**src/rtl/bss_pkg.sv**
```systemverilog
// ----------------------------------------------------------------------------
// Bounded stack with search: shared definitions
// Operation codes, cell commands, controller states and field widths.
// ----------------------------------------------------------------------------
package bss_pkg;

  localparam int unsigned DATA_W        = 32;
  localparam int unsigned OP_W          = 3;
  localparam int unsigned CNT_W         = 5;
  localparam int unsigned IDX_W         = 4;
  localparam int unsigned DEFAULT_DEPTH = 16;
  localparam logic [CNT_W-1:0] CAP_RESET = 5'd16;

  typedef enum logic [OP_W-1:0] {
    OP_STATUS = 3'd0,
    OP_PUSH   = 3'd1,
    OP_POP    = 3'd2,
    OP_FIND   = 3'd3,
    OP_CLEAR  = 3'd4
  } op_e;

  typedef enum logic [2:0] {
    CMD_HOLD,
    CMD_PUSH,
    CMD_POP,
    CMD_CLEAR,
    CMD_CMP,
    CMD_SCAN
  } cell_cmd_e;

  typedef enum logic [1:0] {
    S_IDLE,
    S_SCAN,
    S_REPORT
  } ctrl_state_e;

  // Command broadcast from the controller to every cell of the chain.
  typedef struct packed {
    cell_cmd_e         cmd;
    logic [DATA_W-1:0] key;
  } cell_ctrl_t;

endpackage

```
**src/rtl/bss_cell.sv**
```systemverilog
// ----------------------------------------------------------------------------
// Stack cell
// One entry of the shifting stack: a word, an occupied flag and a match flag.
// ----------------------------------------------------------------------------
module bss_cell
  import bss_pkg::*;
(
  input  logic              clk_i,
  input  logic              rst_ni,
  input  cell_ctrl_t        ctrl_i,
  input  logic [DATA_W-1:0] prev_data_i,
  input  logic              prev_valid_i,
  input  logic              prev_hit_i,
  input  logic [DATA_W-1:0] next_data_i,
  input  logic              next_valid_i,
  output logic [DATA_W-1:0] data_o,
  output logic              valid_o,
  output logic              hit_o
);

  logic [DATA_W-1:0] data_q, data_d;
  logic              valid_q, valid_d;
  logic              hit_q, hit_d;

  always_comb begin
    data_d  = data_q;
    valid_d = valid_q;
    hit_d   = hit_q;
    case (ctrl_i.cmd)
      CMD_PUSH: begin
        data_d  = prev_data_i;
        valid_d = prev_valid_i;
      end
      CMD_POP: begin
        data_d  = next_data_i;
        valid_d = next_valid_i;
      end
      CMD_CLEAR: valid_d = 1'b0;
      CMD_CMP:   hit_d = valid_q && (data_q == ctrl_i.key);
      CMD_SCAN:  hit_d = prev_hit_i;
      default: ;
    endcase
  end

  always_ff @(posedge clk_i or negedge rst_ni) begin
    if (!rst_ni) begin
      valid_q <= 1'b0;
      hit_q   <= 1'b0;
    end else begin
      valid_q <= valid_d;
      hit_q   <= hit_d;
    end
  end

  always_ff @(posedge clk_i) begin
    data_q <= data_d;
  end

  assign data_o  = data_q;
  assign valid_o = valid_q;
  assign hit_o   = hit_q;

endmodule

```
**src/rtl/bss_ctrl.sv**
```systemverilog
// ----------------------------------------------------------------------------
// Stack controller
// Decodes operations, tracks the count and bottom word, runs the search scan
// and holds the result register.
// ----------------------------------------------------------------------------
module bss_ctrl
  import bss_pkg::*;
#(
  parameter int unsigned DEPTH = DEFAULT_DEPTH
) (
  input  logic                     clk_i,
  input  logic                     rst_ni,
  input  logic                     capacity_we_i,
  input  logic [CNT_W-1:0]         capacity_i,
  input  logic                     in_valid_i,
  output logic                     in_ready_o,
  input  logic [OP_W-1:0]          operation_i,
  input  logic signed [DATA_W-1:0] value_i,
  output cell_ctrl_t               cell_ctrl_o,
  input  logic [DATA_W-1:0]        top_data_i,
  input  logic                     last_hit_i,
  output logic                     out_valid_o,
  input  logic                     out_ready_i,
  output logic                     accepted_o,
  output logic                     found_o,
  output logic [IDX_W-1:0]         found_index_o,
  output logic signed [DATA_W-1:0] top_value_o,
  output logic signed [DATA_W-1:0] bottom_value_o,
  output logic [CNT_W-1:0]         count_o,
  output logic                     full_res_o,
  output logic                     empty_res_o
);

  localparam int unsigned CW = $clog2(DEPTH + 1);
  localparam int unsigned KW = $clog2(DEPTH);
  localparam int unsigned XW = (CW > CNT_W) ? CW : CNT_W;

  ctrl_state_e state_q, state_d;

  logic [CNT_W-1:0]  cap_q;
  logic [CW-1:0]     count_q;
  logic [DATA_W-1:0] bottom_q;
  logic [KW-1:0]     k_q;
  logic              acc_q, found_q;
  logic [IDX_W-1:0]  fidx_q;

  logic              out_valid_q;
  logic              out_acc_q, out_found_q, out_full_q, out_empty_q;
  logic [IDX_W-1:0]  out_fidx_q;
  logic [DATA_W-1:0] out_top_q, out_bottom_q;
  logic [CNT_W-1:0]  out_count_q;

  logic          take, slot_free, can_push, scan_last, count_zero;
  logic [XW-1:0] cap_ext, cap_eff, count_ext;
  logic [CW:0]   fidx_full;
  op_e           op;

  assign op         = op_e'(operation_i);
  assign in_ready_o = (state_q == S_IDLE);
  assign take       = in_valid_i && in_ready_o;
  assign slot_free  = !out_valid_q || out_ready_i;
  assign scan_last  = (k_q == KW'(DEPTH - 1));
  assign count_zero = (count_q == '0);

  // Capacity outside 1..DEPTH is clamped into that range.
  always_comb begin
    cap_ext = XW'(cap_q);
    if (cap_ext == '0) begin
      cap_eff = XW'(1);
    end else if (cap_ext > XW'(DEPTH)) begin
      cap_eff = XW'(DEPTH);
    end else begin
      cap_eff = cap_ext;
    end
  end

  assign count_ext = XW'(count_q);
  assign can_push  = (count_ext < cap_eff);

  // The scan moves match flags toward the deepest cell; after k shifts that
  // cell shows the original cell DEPTH-1-k, which sits k+count-DEPTH from the
  // bottom.
  assign fidx_full = (CW+1)'(k_q) + (CW+1)'(count_q) - (CW+1)'(DEPTH);

  // Next state.
  always_comb begin
    state_d = state_q;
    case (state_q)
      S_IDLE: begin
        if (take) begin
          state_d = (op == OP_FIND) ? S_SCAN : S_REPORT;
        end
      end
      S_SCAN: begin
        if (last_hit_i || scan_last) begin
          state_d = S_REPORT;
        end
      end
      S_REPORT: begin
        if (slot_free) begin
          state_d = S_IDLE;
        end
      end
      default: state_d = S_IDLE;
    endcase
  end

  // Cell commands.
  always_comb begin
    cell_ctrl_o.cmd = CMD_HOLD;
    cell_ctrl_o.key = value_i;
    case (state_q)
      S_IDLE: begin
        if (take) begin
          case (op)
            OP_PUSH:  cell_ctrl_o.cmd = can_push ? CMD_PUSH : CMD_HOLD;
            OP_POP:   cell_ctrl_o.cmd = count_zero ? CMD_HOLD : CMD_POP;
            OP_FIND:  cell_ctrl_o.cmd = CMD_CMP;
            OP_CLEAR: cell_ctrl_o.cmd = CMD_CLEAR;
            default:  cell_ctrl_o.cmd = CMD_HOLD;
          endcase
        end
      end
      S_SCAN:  cell_ctrl_o.cmd = CMD_SCAN;
      default: cell_ctrl_o.cmd = CMD_HOLD;
    endcase
  end

  always_ff @(posedge clk_i or negedge rst_ni) begin
    if (!rst_ni) begin
      state_q     <= S_IDLE;
      cap_q       <= CAP_RESET;
      count_q     <= '0;
      out_valid_q <= 1'b0;
    end else begin
      state_q <= state_d;
      if (capacity_we_i) begin
        cap_q <= capacity_i;
      end
      if (take) begin
        case (op)
          OP_PUSH:  if (can_push) count_q <= count_q + CW'(1);
          OP_POP:   if (!count_zero) count_q <= count_q - CW'(1);
          OP_CLEAR: count_q <= '0;
          default: ;
        endcase
      end
      if (state_q == S_REPORT && slot_free) begin
        out_valid_q <= 1'b1;
      end else if (out_ready_i) begin
        out_valid_q <= 1'b0;
      end
    end
  end

  always_ff @(posedge clk_i) begin
    if (take) begin
      k_q     <= '0;
      found_q <= 1'b0;
      fidx_q  <= '0;
      case (op)
        OP_STATUS, OP_FIND, OP_CLEAR: acc_q <= 1'b1;
        OP_PUSH: begin
          acc_q <= can_push;
          if (can_push && count_zero) begin
            bottom_q <= value_i;
          end
        end
        OP_POP:  acc_q <= !count_zero;
        default: acc_q <= 1'b0;
      endcase
    end else if (state_q == S_SCAN) begin
      if (last_hit_i) begin
        found_q <= 1'b1;
        fidx_q  <= IDX_W'(fidx_full);
      end else begin
        k_q <= k_q + KW'(1);
      end
    end

    if (state_q == S_REPORT && slot_free) begin
      out_acc_q    <= acc_q;
      out_found_q  <= found_q;
      out_fidx_q   <= fidx_q;
      out_top_q    <= count_zero ? '1 : top_data_i;
      out_bottom_q <= count_zero ? '1 : bottom_q;
      out_count_q  <= CNT_W'(count_q);
      out_full_q   <= (count_ext >= cap_eff);
      out_empty_q  <= count_zero;
    end
  end

  assign out_valid_o    = out_valid_q;
  assign accepted_o     = out_acc_q;
  assign found_o        = out_found_q;
  assign found_index_o  = out_fidx_q;
  assign top_value_o    = out_top_q;
  assign bottom_value_o = out_bottom_q;
  assign count_o        = out_count_q;
  assign full_res_o     = out_full_q;
  assign empty_res_o    = out_empty_q;

endmodule

```
**src/rtl/bounded_stack_with_search.sv**
```systemverilog
// ----------------------------------------------------------------------------
// Bounded stack with search
// A LIFO of signed words kept in a chain of shifting cells, top in cell 0.
// ----------------------------------------------------------------------------
// Flow: status, push, pop and clear pass through a report state into the result
// register, which waits for a free output slot; find first compares the key in
// every cell, then shifts match flags down the chain one cell per cycle, over
// at most DEPTH cells. A new item is accepted only once the last result is registered.
// Reset: count cleared and capacity set to 16; cell words are not cleared.
module bounded_stack_with_search
  import bss_pkg::*;
#(
  parameter int unsigned DEPTH = DEFAULT_DEPTH
) (
  input  logic                     clk_i,
  input  logic                     rst_ni,
  input  logic                     capacity_we_i,
  input  logic [CNT_W-1:0]         capacity_i,
  input  logic                     in_valid_i,
  output logic                     in_ready_o,
  input  logic [OP_W-1:0]          operation_i,
  input  logic signed [DATA_W-1:0] value_i,
  output logic                     out_valid_o,
  input  logic                     out_ready_i,
  output logic                     accepted_o,
  output logic                     found_o,
  output logic [IDX_W-1:0]         found_index_o,
  output logic signed [DATA_W-1:0] top_value_o,
  output logic signed [DATA_W-1:0] bottom_value_o,
  output logic [CNT_W-1:0]         count_o,
  output logic                     full_res_o,
  output logic                     empty_res_o
);

  cell_ctrl_t        cell_ctrl;
  logic [DATA_W-1:0] cell_data [DEPTH];
  logic [DEPTH-1:0]  cell_valid;
  logic [DEPTH-1:0]  cell_hit;

  for (genvar i = 0; i < DEPTH; i++) begin : g_cell
    logic [DATA_W-1:0] prev_data, next_data;
    logic              prev_valid, prev_hit, next_valid;

    if (i == 0) begin : g_head
      assign prev_data  = cell_ctrl.key;
      assign prev_valid = 1'b1;
      assign prev_hit   = 1'b0;
    end else begin : g_body
      assign prev_data  = cell_data[i-1];
      assign prev_valid = cell_valid[i-1];
      assign prev_hit   = cell_hit[i-1];
    end

    if (i == DEPTH - 1) begin : g_tail
      assign next_data  = '0;
      assign next_valid = 1'b0;
    end else begin : g_inner
      assign next_data  = cell_data[i+1];
      assign next_valid = cell_valid[i+1];
    end

    bss_cell u_cell (
      .clk_i        (clk_i),
      .rst_ni       (rst_ni),
      .ctrl_i       (cell_ctrl),
      .prev_data_i  (prev_data),
      .prev_valid_i (prev_valid),
      .prev_hit_i   (prev_hit),
      .next_data_i  (next_data),
      .next_valid_i (next_valid),
      .data_o       (cell_data[i]),
      .valid_o      (cell_valid[i]),
      .hit_o        (cell_hit[i])
    );
  end

  bss_ctrl #(
    .DEPTH (DEPTH)
  ) u_ctrl (
    .clk_i          (clk_i),
    .rst_ni         (rst_ni),
    .capacity_we_i  (capacity_we_i),
    .capacity_i     (capacity_i),
    .in_valid_i     (in_valid_i),
    .in_ready_o     (in_ready_o),
    .operation_i    (operation_i),
    .value_i        (value_i),
    .cell_ctrl_o    (cell_ctrl),
    .top_data_i     (cell_data[0]),
    .last_hit_i     (cell_hit[DEPTH-1]),
    .out_valid_o    (out_valid_o),
    .out_ready_i    (out_ready_i),
    .accepted_o     (accepted_o),
    .found_o        (found_o),
    .found_index_o  (found_index_o),
    .top_value_o    (top_value_o),
    .bottom_value_o (bottom_value_o),
    .count_o        (count_o),
    .full_res_o     (full_res_o),
    .empty_res_o    (empty_res_o)
  );

endmodule

```
**config.mk**
```make
export PLATFORM = sky130hd
export DESIGN_NAME = bounded_stack_with_search
export DESIGN_NICKNAME = d
export VERILOG_FILES = /design/src/rtl/bss_pkg.sv /design/src/rtl/bss_cell.sv /design/src/rtl/bss_ctrl.sv /design/src/rtl/bounded_stack_with_search.sv
export SDC_FILE = /design/constraint.sdc
export NUM_CORES = 1
export LEC_CHECK = 0
export BUFFER_PORTS_ARGS = -buffer_cell sky130_fd_sc_hd__buf_2
export CAP_MARGIN = 0
export CORE_ASPECT_RATIO = 1.75
export CORE_MARGIN = 3
export CORE_UTILIZATION = 55
export DETAILED_ROUTE_END_ITERATION = 16
export GPL_TIMING_DRIVEN = 0
export PLACE_DENSITY = 0.7
export SYNTH_ARGS = -nofsm -noshare
export SYNTH_HDL_FRONTEND = slang
export SYNTH_SLANG_ARGS = --single-unit
export TNS_END_PERCENT = 1
```
**constraint.sdc**
```tcl
create_clock -name clk_i -period 41.1 [get_ports clk_i]
set_input_delay 4.11 -clock clk_i [delete_from_list [all_inputs] [get_ports clk_i]]
set_output_delay 4.11 -clock clk_i [all_outputs]
set_load 0.03 [all_outputs]
```
==> results.sh, run 1 <==
export IMPL_clock_fmax_mhz=129
export IMPL_core_um2=61600
export IMPL_hold_buffers=0
export IMPL_gr_usage_met1=0.382
export IMPL_cp_cell_sequence="buf_2 > or3b_1 > nor2_1 > and2_4 > buf_16 > buf_16 > buf_16 > buf_16 > buf_16 > buf_16"
export IMPL_final_cells=4375
export IMPL_yosys_warnings=0
export IMPL_critPathArrivalTime_ns=8.07
export IMPL_synth_compound_area_share=0.0253
export IMPL_worst_hold_path_endpoint="u_ctrl.accepted_o"
export IMPL_setup_slack_ns=33.35
export IMPL_pwr_density_cell_nw_per_um2=51.4
export IMPL_cts_root_buf="clkbuf_16"
export IMPL_synth_top_cell_area_share=0.543
export IMPL_slew_violations=0
export IMPL_timing_final_crit_share=0.189
export IMPL_status="completed"
export IMPL_synth_simple_area_share=0.218
export IMPL_final_setup_viol_count=0
export IMPL_synth_edf_count=622
export IMPL_synth_area_leader_cell="edfxtp_1"
export IMPL_gr_usage_all_layers=0.366
export IMPL_top_usage_layer="met2"
export IMPL_max_stage_delay_ns=0.80
export IMPL_vias=25300
export IMPL_synth_seq_area_share=0.582
export IMPL_nFillCells=5214
export IMPL_htreeDepth=2
export IMPL_r2r_end="g_cell[10].u_cell.data_o[7]"
export IMPL_critPathKind="primary input to flip-flop"
export IMPL_io_pins=124
export IMPL_n_antenna_cell=0
export IMPL_synth_common_cells="1,434 x nand2_1, 622 x edfxtp_1, 452 x xnor2_1"
export IMPL_maxCapViolCount=0
export IMPL_reg2reg_slack_ns=35.81
export IMPL_hold_path_class="flip-flop to flip-flop"
export IMPL_cp_slowest_cell="and2_4"
export IMPL_synth_xor_area_share=0.127
export IMPL_antenna_found_initial=1
export IMPL_path_delay_family="buffers and inverters"
export IMPL_synth_adder_area_share=0.00553
export IMPL_reg2reg_from="u_ctrl.cap_ext[4]"
export IMPL_holdCritStartpoint="u_ctrl.acc_q"
export IMPL_avgSynthCellArea_um2=10.3
export IMPL_synth_async_sr_flop_share=0.0666
export IMPL_yosys_mux_area_fraction=0.00826
export IMPL_drc_errors=0
export IMPL_grt_setup_unrepaired="no"
export IMPL_clock_sinks=676
export IMPL_fin_util=0.621
export IMPL_routedWlPerCell_um=28.0
export IMPL_fp_dieH_um=337
export IMPL_postCtsSetupBuffers=0
export IMPL_ys_types=53
export IMPL_grtUsageMet3=0.0409
export IMPL_vias_per_cell=5.77
export IMPL_synthCells=3338
export IMPL_yosys_top_cells_area="edfxtp_1 54%, nand2_1 16%, xnor2_1 12%, dfrtp_1 3.2%, nand4_1 1.9%"
export IMPL_drtIter0Drc=2546
export IMPL_grt_max_degree=74
export IMPL_critPathMostFrequentCell="buf_16"
export IMPL_irDropWorstVdd_v=0.0000471
export IMPL_fin_skew_ns=0.0214
export IMPL_cp_start_kind="primary input"
export IMPL_p_leak_uw=0.0147
export IMPL_layout_drive_gt1_share=0.103
export IMPL_die_x_um=195
export IMPL_end_kind="flip-flop"
export IMPL_r2r_cells=13
export IMPL_tritoncts="done"
export IMPL_routed_wl_mm=123
export IMPL_syn2layout_area_growth_pct=11.3
export IMPL_worstMarginPinSlew_ns=1.46
export IMPL_synthFlopType="edfxtp_1"
export IMPL_fin_nets=3592
export IMPL_slew_headroom=0.0252
export IMPL_path_clk_slew_ns=0.07
export IMPL_whs_path_depth=0
export IMPL_cts_buffers=60
export IMPL_dp_cells=4264
export IMPL_path_max_fanout=73
export IMPL_syn_nets=3397
export IMPL_row_count=120
export IMPL_dr_pass1_iters=5
export IMPL_post_cts_resized=0
export IMPL_dp_hpwl_mm=94.2
export IMPL_initial_core_util=0.558
export IMPL_ys_ff_latch=676
export IMPL_hold_viol=0
export IMPL_seq_area_um2=20000
export IMPL_multi_input_area_um2=13200
export IMPL_routabilityCongestion=1.04
export IMPL_setup_tns_ns=0
export IMPL_cts_path_max_buffers=3
export IMPL_grt_pass1_vias=25200
export IMPL_synth_top_family_by_area="simple AND/OR/NAND/NOR gates"
export IMPL_yosysMostFrequentCell="nand2_1"
export IMPL_synthesis_area_um2=34400
export IMPL_clkLatencyLatePin_ns=0.66
export IMPL_worst_path_buf_inv=7
export IMPL_io_buffers=123
export IMPL_grtUsageMet2=0.606
export IMPL_fin_crit_ns=7.75
export IMPL_dieArea_um2=65600
export IMPL_grt_overflow=0
export IMPL_grt_pass1_wl_mm=172
export IMPL_cp_required_ns=41.42
export IMPL_ant_nets=0
export IMPL_pre_cts_ws_ns=32.75
[metal layers]
metal | share of wire | vias up
met3 | 0.052 | 414
met1 | 0.33 | 12100
met2 | 0.48 | 1241
met4 | 0.14 | 0
li1 | - | 11500
met5 | 0 | -
[worst reg2reg max path, cell delays in order (launching register included)]
cell	delay (ns)
dfstp_2	0.53
inv_1	0.08
nand2_1	0.08
ha_1	0.23
nor2b_1	0.14
o21ai_0	0.43
a32o_1	0.33
and2_4	0.77
buf_16	0.41
buf_16	0.37
buf_16	0.36
buf_16	0.40
buf_16	0.33
buf_16	0.42
[through the flow]
step | power, µW | hold slack [ns] | area, µm²
5_1_grt | 2030 | 0.459 | 38300
2_1_floorplan | 1240 | 0.400 | 34400
4_1_cts | 1960 | 0.432 | 38300
6_report | 1970 | 0.432 | 38300
3_3_place_gp | 1400 | 0.406 | 36000
3_5_place_dp | 1380 | 0.414 | 36200
[cell type report]
cell class	instances	share of cell area
flip-flops and latches	676	0.522
multi-input cells	2444	0.346
clock buffers	76	0.0433
plain buffers	198	0.0289
well taps	793	0.0259
repair buffers	133	0.0227
clock inverters	35	0.00916
inverters	20	0.00196
[flip-flops by register name, summed over array words and instances (netlist names), 4 cells and up]
name and flops:
u_ctrl.bottom_q 32, u_ctrl.count_ext 5, g_cell.u_cell.valid_o 16, u_ctrl.found_index_o 4, u_ctrl.top_value_o 32, u_ctrl.bottom_value_o 32
u_ctrl.k_q 4, u_ctrl.cap_ext 5, g_cell.u_cell.hit_o 16, u_ctrl.fidx_q 4, g_cell.u_cell.data_o 512, u_ctrl.count_o 5
[logic make-up after synthesis]
family                   after synthesis
XOR/XNOR                             498
adder cells (fa/ha/maj)               14
multiplexers                          22
flip-flops                           676
buffers and inverters                218
AO/OA/AOI/OAI                        123
AND/OR/NAND/NOR                     1787
[placed cells by master (no fill, tap or decap), drive strengths merged, types with 18 or more instances in the layout]
master	synthesis	layout
nand2	1434	1434
edfxtp	622	622
xnor2	452	452
buf	126	259
clkbuf	72	148
nand4	107	107
nand2b	92	92
xor2	46	46
dfrtp	44	44
o21ai	41	41
nor2	34	34
and2	34	34
nor4	32	32
clkinv	0	25
o2111ai	22	22
inv	20	21
mux2	18	18
[worst max-delay path by stage]
stage	startpoint	end	slack, ns	cells past startpoint
6_report	in_valid_i	g_cell[10].u_cell.data_o[7]	33.35	10
5_1_grt	in_valid_i	g_cell[12].u_cell.data_o[8]	33.19	10
4_1_cts	in_valid_i	g_cell[13].u_cell.data_o[6]	33.43	10
3_5_place_dp	in_valid_i	g_cell[14].u_cell.data_o[6]	32.75	10
3_3_place_gp	in_valid_i	g_cell[14].u_cell.data_o[6]	18.70	4
2_1_floorplan	in_valid_i	g_cell[0].u_cell.data_o[0]	23.81	3
[where the power goes]
group | switching (µW) | total [µW] | internal (µW)
Combinational | 309 | 442 | 132
Clock | 266 | 594 | 328
Sequential | 61.1 | 932 | 871
Total | 636 | 1970 | 1330
Power figures use the tool's default switching activity.
==> run 2, diff against run 1 <==
--- a/config.mk
+++ b/config.mk
@@ -5,6 +5,7 @@
 export SDC_FILE = /design/constraint.sdc
 export NUM_CORES = 1
 export LEC_CHECK = 0
+export ABC_AREA = 1
 export BUFFER_PORTS_ARGS = -buffer_cell sky130_fd_sc_hd__buf_2
 export CAP_MARGIN = 0
 export CORE_ASPECT_RATIO = 1.75
==> constraint.sdc (replaced) <==
create_clock -name clk_i -period 7.2 [get_ports clk_i]
set_input_delay 0.72 -clock clk_i [delete_from_list [all_inputs] [get_ports clk_i]]
set_output_delay 0.72 -clock clk_i [all_outputs]
set_load 0.03 [all_outputs]
==> run 2 against run 1 <==
Compared with the run above:
- global-route usage down 1.5 points
- cell area grew 3.3%
- critical endpoint is now g_cell[15].u_cell.data_o[3]
- via count up 16%
- largest power group unchanged
- synthesized area is 3.1% higher
- synthesized cell count increased by 21%
- combinational power rose to 6.4 times the previous value
- sequential share of layout area decreased by 1.7 points
- utilization grew 0.086 points
- clock skew up 0.012 ns
- critical path depth grew 8
- largest cell class unchanged
- critical path type is now flip-flop to flip-flop
==> results.sh, run 2 <==
export IMPL_status="completed"
export IMPL_dpl_cell_area_um2=37400
export IMPL_clock_fmax_mhz=270
export IMPL_pwr_density_cell_nw_per_um2=300
export IMPL_syn2layout_area_growth_pct=11.5
export IMPL_dieArea_um2=67600
export IMPL_fp_dieH_um=342
export IMPL_crit_start="u_ctrl.cap_ext[0]"
export IMPL_row_count=122
export IMPL_grtUsageMet3=0.0346
export IMPL_syn_nets=4094
export IMPL_clkLatencyLatePin_ns=0.68
export IMPL_vias_per_cell=5.76
export IMPL_largest_reg_flops=512
export IMPL_synth_area_leader_cell="edfxtp_1"
export IMPL_grt_overflow=0
export IMPL_io_pins=124
export IMPL_irDropWorstVdd_v=0.000205
export IMPL_synthCells=4035
export IMPL_grt_pass1_vias=28300
export IMPL_tritoncts="done"
export IMPL_grt_pass1_wl_mm=172
export IMPL_synth_common_cells="1,350 x nand2_1, 622 x edfxtp_1, 513 x inv_1"
export IMPL_path_clk_slew_ns=0.07
export IMPL_maxCapViolCount=0
export IMPL_cts_path_max_buffers=3
export IMPL_drtIter0Drc=3418
export IMPL_ys_ff_latch=676
export IMPL_fin_crit_ns=3.70
export IMPL_reg2reg_from="u_ctrl.cap_ext[0]"
export IMPL_cts_root_buf="clkbuf_16"
export IMPL_hold_buffers=0
export IMPL_synthFlopType="edfxtp_1"
export IMPL_dr_pass1_iters=6
export IMPL_htreeDepth=2
export IMPL_ys_types=46
export IMPL_dp_hpwl_mm=95.9
export IMPL_hold_ws_ns=0.254
export IMPL_layout_common_cells="1,348 x nand2_1, 622 x edfxtp_1, 512 x inv_1, 501 x o21ai_0, 184 x buf_2"
export IMPL_antenna_found_initial=0
export IMPL_clock_sinks=676
export IMPL_slew_headroom=0.191
export IMPL_post_cts_resized=0
export IMPL_n_antenna_cell=0
export IMPL_postCtsSetupBuffers=0
export IMPL_critPathKind="flip-flop to flip-flop"
export IMPL_cts_buffers=61
export IMPL_routed_wl_mm=120
export IMPL_power_total_uw=11900
export IMPL_cp_start_kind="flip-flop"
export IMPL_pre_cts_ws_ns=3.49
export IMPL_layout_drive_gt1_share=0.100
export IMPL_grtUsageMet2=0.583
export IMPL_avgSynthCellArea_um2=8.78
export IMPL_hold_viol=0
export IMPL_synth_edf_count=622
export IMPL_die_x_um=198
export IMPL_fin_nets=4298
export IMPL_yosys_top_cells_area="edfxtp_1 53%, nand2_1 14%, o21ai_0 7.1%, inv_1 5.4%, dfrtp_1 3.1%"
export IMPL_synth_top_cell_area_share=0.527
export IMPL_routabilityCongestion=0.985
export IMPL_end_kind="flip-flop"
export IMPL_synth_async_sr_flop_share=0.0666
export IMPL_holdCritStartpoint="value_i[15]"
export IMPL_path_max_fanout=39
export IMPL_drc_errors=0
export IMPL_grt_setup_unrepaired="no"
export IMPL_final_common_cell="nand2_1"
export IMPL_initial_core_util=0.558
export IMPL_nFillCells=5628
export IMPL_vias=29300
export IMPL_yosysMostFrequentCell="nand2_1"
export IMPL_gr_usage_met1=0.381
export IMPL_ant_nets=0
export IMPL_p_leak_uw=0.0171
export IMPL_worstMarginPinSlew_ns=1.21
export IMPL_setup_slack_ns=3.50
export IMPL_yosys_warnings=0
export IMPL_slew_violations=0
export IMPL_io_buffers=122
export IMPL_stdcell_area_um2=39500
export IMPL_grt_max_degree=46
export IMPL_gr_usage_all_layers=0.351
export IMPL_top_usage_layer="met2"
export IMPL_timing_final_crit_share=0.514
export IMPL_synth_seq_area_share=0.564
export IMPL_setup_tns_ns=0
export IMPL_cp_required_ns=7.62
export IMPL_hold_path_class="primary input to flip-flop"
export IMPL_fin_skew_ns=0.0332
export IMPL_routedWlPerCell_um=23.6
export IMPL_critPathArrivalTime_ns=4.11
export IMPL_synthesis_area_um2=35400
export IMPL_final_setup_viol_count=0
export IMPL_core_um2=63500
-- run 2: metal layers --
layer | vias up | part of all wire
met5 | - | 0
met4 | 0 | 0.13
met3 | 493 | 0.067
met2 | 1611 | 0.47
met1 | 13700 | 0.33
li1 | 13600 | -
-- run 2: final timing paths --
check                                         endpoint  slack (ns)  cells after the start
setup / recovery           g_cell[15].u_cell.data_o[3]        3.50                     18
hold / removal                     u_ctrl.bottom_q[15]        0.25                      1
setup reg to reg           g_cell[15].u_cell.data_o[3]        3.50                     18
hold reg to reg                         u_ctrl.found_o        0.43                      0
max in group asynchronous     g_cell[8].u_cell.valid_o        6.20                      1
min in group asynchronous       g_cell[5].u_cell.hit_o        0.27                      1
-- run 2: worst max-delay path, stage by stage (launching register included) --
cell,delay (ns)
dfrtp_1,0.37
inv_1,0.09
nand4_1,0.12
nand2_1,0.09
nand2_1,0.06
ha_1,0.26
nand2_1,0.07
nor2_2,0.12
nand2_1,0.08
nand4_2,0.12
nand2_2,0.08
nand2_4,0.18
nand2_4,0.12
nand2_4,0.10
clkinvlp_4,0.52
buf_12,0.41
buf_12,0.20
buf_12,0.19
buf_12,0.20
-- run 2: through the flow --
step                      utilization  cells
after global placement          0.584   4963
after detailed placement        0.589   4982
final                           0.622   5097
after floorplan                     -   4035
after global routing            0.622   5097
after CTS                       0.622   5097
-- run 2: final cells by class --
cell class,instances,area [µm²],area share
repair buffers,141,968,0.0245
clock buffers,75,1640,0.0415
inverters,522,1970,0.0498
clock inverters,40,440,0.0111
multi-input cells,2629,12400,0.313
plain buffers,208,1140,0.0290
well taps,806,1010,0.0255
flip-flops and latches,676,20000,0.506
-- run 2: logic make-up after synthesis --
kind of cell               share of synthesized area
and+or+nand+nor                                0.206
adders and majority gates                    0.00537
AOI/OAI and AO/OA                             0.0999
DFF                                            0.564
xor gates and xnor gates                      0.0366
buffers and inverters                         0.0878
-- run 2: where the power goes --
group          internal, µW  switching (µW)
logic                   817            2000
registers              5140             392
clock network          1940            1560
